### src/hdl/napt_ram.sv
// ----------------------------------------------------------------------------
// napt_ram
// generic single port ram with registered read
// ----------------------------------------------------------------------------
module napt_ram #(
  parameter int WIDTH = 8,
  parameter int DEPTH = 16
) (
  input  logic                     clk,
  input  logic                     we,
  input  logic [$clog2(DEPTH)-1:0] addr,
  input  logic [WIDTH-1:0]         wdata,
  output logic [WIDTH-1:0]         rdata
);

  logic [WIDTH-1:0] mem [DEPTH];

  always_ff @(posedge clk) begin
    if (we) begin
      mem[addr] <= wdata;
    end
    rdata <= mem[addr];
  end

endmodule

### config.mk
export PLATFORM = sky130hd
export DESIGN_NAME = napt_ram
export DESIGN_NICKNAME = d
export VERILOG_FILES = /design/src/hdl/napt_ram.sv
export SDC_FILE = /design/constraint.sdc
export NUM_CORES = 1
export LEC_CHECK = 0
export ABC_CLOCK_PERIOD_IN_PS = 1800
export BUFFER_PORTS_ARGS = -buffer_cell sky130_fd_sc_hd__buf_2
export CAP_MARGIN = 20
export CELL_PAD_IN_SITES_DETAIL_PLACEMENT = 2
export CELL_PAD_IN_SITES_GLOBAL_PLACEMENT = 2
export CORE_MARGIN = 1.5
export CORE_UTILIZATION = 48
export DETAILED_ROUTE_END_ITERATION = 7
export HOLD_SLACK_MARGIN = 0.02
export PLACE_DENSITY = 0.77
export SETUP_SLACK_MARGIN = 0.15
export SYNTH_ARGS = -nofsm -noshare
export SYNTH_HDL_FRONTEND = slang
export SYNTH_SLANG_ARGS = --single-unit
### constraint.sdc
create_clock -name clk -period 1.8 [get_ports clk]
set_input_delay 0 -clock clk [delete_from_list [all_inputs] [get_ports clk]]
set_output_delay 0 -clock clk [all_outputs]
set_load 0.03 [all_outputs]
==> out/metrics.csv, run 1 <==
metric,value,unit
syn_nets,244,
CP Capture Type,register,
die area,11200,sq um
Detail Route Antenna Nets,0,
layout cells sized above 1,0.348,
Die Y,106,um
Total GRT Usage,0.253,
adder and majority gate portion of the synthesized area,0,
number of global-route vias before repair,2809,
Rows,37,
Worst Clk Skew,7.20,ps
IO Count,22,
Slew Limit Fails,0,
Seq cells post-synth,136,
Hold Crit Class,input pin to register,
Util after Layout,0.602,
fmax,0.687,GHz
Hold WS,114,ps
post-CTS sizing,0,
startpoint types,register,
setup bufs post-CTS,0,
"most common cell after layout, fill and taps aside",edfxtp_1,
CTS tree,built,
Worst-Margin Slew,572,ps
setup_tns,0,ps
most frequent cells in the layout,"edfxtp_1 (128), mux4_2 (32), buf_2 (21)",
"Setup violations, final",0,
CTS buffer count,17,
Clock Sinks,136,
Vias/cell,5.74,
Final nets,303,
clock tree buffer depth,2,
largest family of logic cells by synthesized area,multiplexers,
chip width,106,um
synth warn,0,
Initial Util,0.493,
RSZ-0062 raised after global routing,false,
status,"finished, final reports clean",
VDD IR max,852,uV
Crit-path slowest cell,mux4_2,
Iteration-0 DRC Markers,227,
Pleak,2.08,nW
critical path data required time,2190,ps
power per cell area,1240,nW/um^2
port bufs,21,
core outline area,10300,sq um
Layout area overhead,22.1,%
Synth Area in Simple Gates,0.0321,
H-tree depth,4,
Synth Instances,230,
DRC Markers,0,
GR Overflow Total,0,
routability congestion estimate,0.708,
"Distinct cells, synth",18,
antenna fix cells,0,
Synth Area in Compound Gates,0.0237,
"Seq/Total Area, Yosys",0.790,
crit-path max FO,1,
1st-pass router iterations,4,
Worst EP arrival,1850,ps
clock slew at reported path FFs,60,ps
Post-DP HPWL,7.60,mm
Tcrit/Tclk final,0.809,
mux cell area share after synthesis,0.142,
pin count of the biggest net entering global routing,40,
crit-path cells,"mux4_2, a22oi_1, nand2_1",
critical path class,register to register,
"slowest stage delay, CP",490,ps
worst-skew pair later-pin latency,510,ps
xor/xnor share of the synthesized area,0,
hold buffers post-CTS,8,
Post-Syn Area per Cell,22.0,sq um
global-route wire length before repair,18.9,mm
"Hold Violations, Final",0,
minimum clock period,1460,ps
Synth Cell Area,5070,sq um
via count,2516,
Max Cap Viol,0,
Worst slew margin,0.617,
routed len/inst,29.0,um
Detailed Route WL,12.7,mm
CTS root buffer,clkbuf_8,
antenna violations before repair,0,
flip-flops by register name, summed over array words and instances, names as in the netlist:
signal	cells
rdata	8
mem	128
Yosys cell counts, drive strengths merged:
cell    count  area, sq um
clkbuf      3         12.5
nand2b      2         12.5
a22oi      16          120
nor2b       2         12.5
dfxtp       8          160
mux4       32          721
or3b        1         8.76
nand2       9         33.8
nand3b      2         15.0
buf         8         47.5
and2        1         6.26
nor3        4         20.0
nor2       13         48.8
nand3       1         5.00
edfxtp    128         3840
metrics by stage:
stage	cell area [sq um]	instances	power, mW	worst slack [ps]
2_1_floorplan	5070	230	3.85	307
3_3_place_gp	5470	398	3.99	335
3_5_place_dp	5470	398	4.02	235
4_1_cts	6190	438	7.75	343
5_1_grt	6190	438	7.89	241
6_report	6190	438	7.69	343
per-layer routing:
layer / global-route usage / up-vias / part of all wire
li1: - / 1077 / -
met1: 0.312 / 1349 / 0.40
met2: 0.436 / 78 / 0.54
met3: 0.0526 / 12 / 0.048
met4: 0.105 / 0 / 0.014
met5: 0 / - / 0
critical path, delay by kind of cell (launching register included):
| kind | cells | cell delay (ps) |
|---|---|---|
| mux | 1 | 490 |
| flops | 1 | 380 |
| compound gates | 1 | 370 |
| simple gates | 1 | 100 |
path summary, 6_finish.rpt:
check	startpoint	endpoint	slack, ps	cells past startpoint
min reg2reg	mem[15][4]	rdata[4]	700	3
max reg2reg	mem[3][0]	rdata[0]	340	3
max	mem[3][0]	rdata[0]	340	3
min	addr[1]	rdata[6]	110	4
layout make-up:
cell class | count | area [sq um]
flip-flops and latches | 136 | 4000
fillers | 819 | 4090
well taps | 136 | 170
clock buffers | 20 | 435
clock inverters | 12 | 198
repair buffers | 51 | 375
multi-input cells | 83 | 1000
report_power, final:
group	switching (mW)	internal [mW]
logic	0.250	0.157
registers	0.0277	3.54
clock network	1.29	2.43
logic make-up (layout without fill, tap and decap cells):
logic type | Yosys count | in the layout
buffers and inverters | 11 | 83
DFF | 136 | 136
and+or+nand+nor | 35 | 35
AOI/OAI and AO/OA | 16 | 16
muxes | 32 | 32
Note: power is estimated with default switching activity, not from simulation.
==> run 2, diff against run 1 <==
- ABC_CLOCK_PERIOD_IN_PS: 1800 -> 1200
- CORE_UTILIZATION: 48 -> 43
- PLACE_DENSITY: 0.77 -> 0.73
- clock period: 1.8 -> 1.2 ns (I/O delays scaled with it)
==> run 2 against run 1 <==
Non-clock buffer count up 20. Clock power up 40%. Hold slack better by 79 ps. Fmax is 1.6% higher. Clock skew is 1.1 ps higher. The flow now finishes with violations (negative setup slack). Wire length is 17% higher. Global-route usage increased by 1.1 points. Critical path depth stayed put. Sequential power is 50% higher. Flip-flop and latch count stayed put.
==> out/metrics.csv, run 2 (same netlist as run 1, synthesis figures left out) <==
metric,value,unit,change
number of flip-flops in the largest register,128,,unchanged
critical path class,register to register,,
Max Cap Viol,0,,unchanged
HP Start,addr[1],,
routability congestion estimate,0.748,,+5.6%
via count,2721,,+8.1%
GR Overflow Total,0,,unchanged
FF-to-FF path depth,3,,unchanged
Crit-path slowest cell,mux4_2,,
Worst Clk Skew,8.27,ps,+1.07 ps
beginning of the critical path,mem[8][0],,
Detail Route Antenna Nets,0,,unchanged
setup_tns,-1410,ps,-1410 ps
Final nets,323,,+6.6%
Clk pwr share,0.459,,-0.024
Final WS setup,-233,ps,-577 ps
startpoint types,register,,
Largest Register,mem,,
Total GRT Usage,0.264,,+0.0111
power per cell area,1730,nW/um^2,+40%
Pleak,2.19,nW,+5.3%
Die Y,112,um,+5.5%
WP buf/inv,0,,unchanged
critical path data required time,1510,ps,-680 ps
"Hold Violations, Final",0,,unchanged
Rows,39,,+5.4%
Hold WS,193,ps,+79.1 ps
Post-DP Area,5820,sq um,+6.3%
Iteration-0 DRC Markers,194,,-15%
Clock Sinks,136,,unchanged
Vias/cell,5.85,,+1.9%
routed len/inst,32.1,um,+11%
1st-pass router iterations,5,,+1
Net Switching,2.49,mW,+59%
critical path depth in cells,3,,unchanged
"Setup violations, final",8,,+8
chip width,112,um,+5.5%
Slew Limit Fails,0,,unchanged
worst r2r src,mem[8][0],,
power share of the combinational group,0.066,,+0.013
clock slew at reported path FFs,60,ps,about the same
CTS buffer count,17,,unchanged
number of global-route vias before repair,3042,,+8.3%
global-route wire length before repair,22.3,mm,+18%
"slowest stage delay, CP",520,ps,+30 ps
Top Registers,"mem x128, rdata x8",,
Design Power,11.3,mW,+47%
crit-path max FO,1,,unchanged
Int Pwr,8.81,mW,+44%
core outline area,11500,sq um,+12%
VDD IR max,1330,uV,+56%
Layout area overhead,28.5,%,
fmax,0.698,GHz,+1.6%
RSZ-0062 raised after global routing,true,,
fill count,896,,+9.4%
antenna fix cells,0,,unchanged
most frequent cells in the layout,"edfxtp_1 (128), buf_4 (38), mux4_2 (32)",,
Post-DP HPWL,9.38,mm,+23%
DRC Markers,0,,unchanged
sw frac,0.220,,+0.0166
Hold Crit Class,input pin to register,,
CTS root buffer,clkbuf_16,,
CP Capture Type,register,,
Worst slew margin,0.281,,-0.336
pin count of the biggest net entering global routing,24,,-40%
status,"finished, violations left",,
Worst-Margin Slew,1080,ps,+503 ps
IO Count,22,,unchanged
crit-path cells,"mux4_2, a22oi_2, nand2_1",,
Initial Util,0.442,,-0.0512
Reg power frac,0.475,,+0.011
CTS tree,built,,
clock tree buffer depth,2,,unchanged
Worst EP arrival,1750,ps,-100 ps
Tcrit/Tclk final,1.19,,+0.385
layout cells sized above 1,0.466,,+0.118
"most common cell after layout, fill and taps aside",edfxtp_1,,
worst-skew pair later-pin latency,430,ps,-80 ps
dpl ws,-276,ps,-511 ps
Detailed Route WL,14.9,mm,+17%
port bufs,21,,unchanged
minimum clock period,1430,ps,-23.1 ps
hold path depth,5,,+1
failing checks,negative setup slack,,
die area,12400,sq um,+11%
antenna violations before repair,1,,+1
Top delay family on crit path,multiplexers,,
Final Cell Area,6510,sq um,+5.3%
H-tree depth,4,,unchanged
## run 2: layout make-up
class	count	area [sq um]	area share
timing repair buffer	71	581	0.0891
tap	143	179	0.0275
multi-input combinational	83	1170	0.180
clock inverter	9	98.8	0.0152
sequential	136	4010	0.615
clock buffer	23	478	0.0734
## run 2: through the flow
| stage | cells | util |
|---|---|---|
| final | 465 | 0.568 |
| after global routing | 465 | 0.568 |
| after CTS | 465 | 0.567 |
| after detailed placement | 425 | 0.507 |
| after global placement | 425 | 0.507 |
| after floorplan | 230 | - |
## run 2: path summary, 6_finish.rpt
check / end / slack, ps
setup / recovery: rdata[0] / -230
hold / removal: rdata[7] / 190
setup reg to reg: rdata[0] / -230
hold reg to reg: rdata[1] / 710
## run 2: per-layer routing
layer,share of wire,global-route usage
met5,0,0
met2,0.50,0.425
met1,0.41,0.352
met4,0.025,0.114
met3,0.060,0.0566
## run 2: worst reg2reg max path: stages (launching register included)
cell      delay, ps
edfxtp_1        470
mux4_2          520
a22oi_2         250
nand2_1          80
## run 2: power groups by stage
stage                     clock [mW]  sequential, mW  combinational (mW)
after floorplan                    0            5.50               0.318
after global placement             0            5.45               0.645
after detailed placement           0            5.46               0.689
after CTS                       5.24            5.37               0.740
after global routing            5.44            5.38               0.785
final                           5.19            5.37               0.743
## run 2: repair_timing
action	in CTS	in global routing
hold buffers	8	0
endpoints found under the hold margin	128	0
setup buffers	0	0
setup endpoints to repair	10	9
gates resized for setup	6	3
==> run 3, diff against run 2 <==
- BUFFER_PORTS_ARGS: -buffer_cell sky130_fd_sc_hd__buf_2 -> not set
- CORE_UTILIZATION: 43 -> 45
- DONT_BUFFER_PORTS: not set -> 1
==> run 3 against run 2 <==
The run ends with negative hold slack, negative setup slack left. Register-to-register slack is essentially flat. Clock power grew 21%. Global-route usage shrank 0.95 points. Core utilization grew 1.3 points. Sequential power grew 1%. Power grew 7.9%. Highest routed layer unchanged.
==> out/metrics.csv, run 3 (same netlist as run 1, synthesis figures left out) <==
metric,value,unit,change
worst-skew pair later-pin latency,540,ps,+110 ps
Hold Crit Class,input pin to register,,
Cells after DPL,369,,-13%
status,"finished, violations left",,
WP buf/inv,0,,unchanged
Clock Sinks,136,,unchanged
GR Overflow Total,0,,unchanged
Largest Register,mem,,
Iteration-0 DRC Markers,170,,-12%
Top delay family on crit path,multiplexers,,
FF-to-FF setup slack,-240,ps,about the same
fmax,0.695,GHz,-0.42%
die area,11900,sq um,-4.3%
CTS tree,built,,
Design Power,12.2,mW,+7.9%
"Setup violations, final",20,,+12
Slew Limit Fails,0,,unchanged
Vias/cell,5.85,,about the same
chip width,109,um,-2.2%
sw frac,0.204,,-0.0166
Total GRT Usage,0.254,,-0.00952
Die Y,109,um,-2.2%
Net Switching,2.48,mW,-0.23%
hold path depth,3,,-2
CTS root buffer,clkbuf_8,,
port bufs,0,,-100%
via count,2453,,-9.8%
power share of the combinational group,0.038,,-0.028
pin count of the biggest net entering global routing,40,,+67%
critical path class,register to register,,
Rows,38,,-2.6%
"most common cell after layout, fill and taps aside",edfxtp_1,,
fill count,841,,-6.1%
Worst Clk Skew,13.6,ps,+5.29 ps
core outline area,10900,sq um,-5.1%
number of global-route vias before repair,2747,,-9.7%
Worst EP arrival,1850,ps,+100 ps
number of flip-flops in the largest register,128,,unchanged
"slowest stage delay, CP",530,ps,about the same
CP Capture Type,register,,
critical path data required time,1610,ps,+100 ps
DRC Markers,0,,unchanged
fin cells,419,,-9.9%
Initial Util,0.465,,+0.0235
H-tree depth,4,,unchanged
"Hold Violations, Final",24,,+24
antenna violations before repair,2,,+1
layout cells sized above 1,0.390,,-0.0759
minimum clock period,1440,ps,+5.99 ps
Final nets,278,,-14%
global-route wire length before repair,19.7,mm,-12%
routability congestion estimate,0.733,,-2.0%
Worst-Margin Slew,772,ps,-303 ps
clock tree buffer depth,2,,unchanged
CTS buffer count,17,,unchanged
power per cell area,1930,nW/um^2,+11%
Worst slew margin,0.484,,+0.203
Detail Route Antenna Nets,0,,unchanged
Detailed Route WL,13.5,mm,-9.6%
Pleak,2.03,nW,-7.5%
Max Cap Viol,0,,unchanged
Hold WS,-198,ps,-391 ps
Final WS setup,-239,ps,-5.99 ps
Int Pwr,9.70,mW,+10%
routed len/inst,32.2,um,+0.29%
Clk pwr share,0.516,,+0.057
Post-DP HPWL,7.54,mm,-20%
HP Start,addr[1],,
FF-to-FF path depth,3,,unchanged
IO Count,22,,unchanged
crit-path max FO,1,,unchanged
VDD IR max,970,uV,-27%
RSZ-0062 raised after global routing,true,,
failing checks,"negative hold slack, negative setup slack",,
1st-pass router iterations,4,,-1
Tcrit/Tclk final,1.20,,+0.00499
most frequent cells in the layout,"edfxtp_1 (128), mux4_2 (32), clkbuf_16 (16)",,
worst r2r src,mem[11][1],,
clock slew at reported path FFs,60,ps,about the same
startpoint types,register,,
Top Registers,"mem x128, rdata x8",,
crit-path cells,"mux4_2, a22oi_2, nand2_1",,
Hold EP,rdata[5],,
Layout area overhead,24.7,%,
worst reg2reg endpoint,rdata[1],,
Reg power frac,0.446,,-0.029
Crit-path slowest cell,mux4_2,,
run 3: worst max-delay path by stage:
stage	start	cells past startpoint	slack [ps]	end
final	mem[11][1]	3	-240	rdata[1]
after global routing	mem[11][1]	3	-250	rdata[1]
after CTS	mem[10][1]	3	-180	rdata[1]
after detailed placement	mem[6][2]	3	-250	rdata[2]
after global placement	mem[2][2]	3	-190	rdata[2]
after floorplan	addr[3]	2	60	mem[4][0]
run 3: through the flow:
stage,TNS (ps),area [sq um],setup WS (ps),utilization,hold WS [ps]
floorplan,0,5220,61.3,-,98.9
global placement,-574,5400,-190,0.496,99.7
finish,-1540,6320,-239,0.580,-198
global route,-2170,6320,-247,0.580,-201
CTS,-1530,6260,-180,0.575,-235
detailed placement,-1260,5400,-253,0.496,99.6
run 3: worst min-delay path, cell delays in order:
cell and delay, ps:
mux4_2 160, a22oi_1 70, nand2_1 60
run 3: cell type report:
type	count	area [sq um]	share of cell area
clock inverters	12	244	0.0386
diodes	2	5.00	0.000792
flip-flops and latches	136	4010	0.635
clock buffers	20	455	0.0721
multi-input cells	83	1170	0.185
well taps	140	175	0.0277
repair buffers	26	258	0.0408
run 3: what timing repair did:
item                                    CTS  global route
setup buffers                             0             2
resized for setup                        11             2
pin swaps                                 0             3
endpoints found under the setup margin   14            50
hold buffers                             13             1
hold endpoints to repair                264            72
run 3: routing by layer:
metal	wire [um]	up-vias	GRT usage
li1	-	1040	-
met1	5860	1328	0.342
met2	6800	71	0.398
met3	671	14	0.0801
met4	141	0	0.0789
met5	0	-	0
run 3: power groups by stage:
stage / Combinational [mW] / Sequential [mW] / Clock, mW
after floorplan: 0.318 / 5.50 / 0
after global placement: 0.324 / 5.51 / 0
after detailed placement: 0.342 / 5.53 / 0
after CTS: 0.462 / 5.44 / 6.32
after global routing: 0.497 / 5.45 / 6.50
final: 0.466 / 5.44 / 6.29
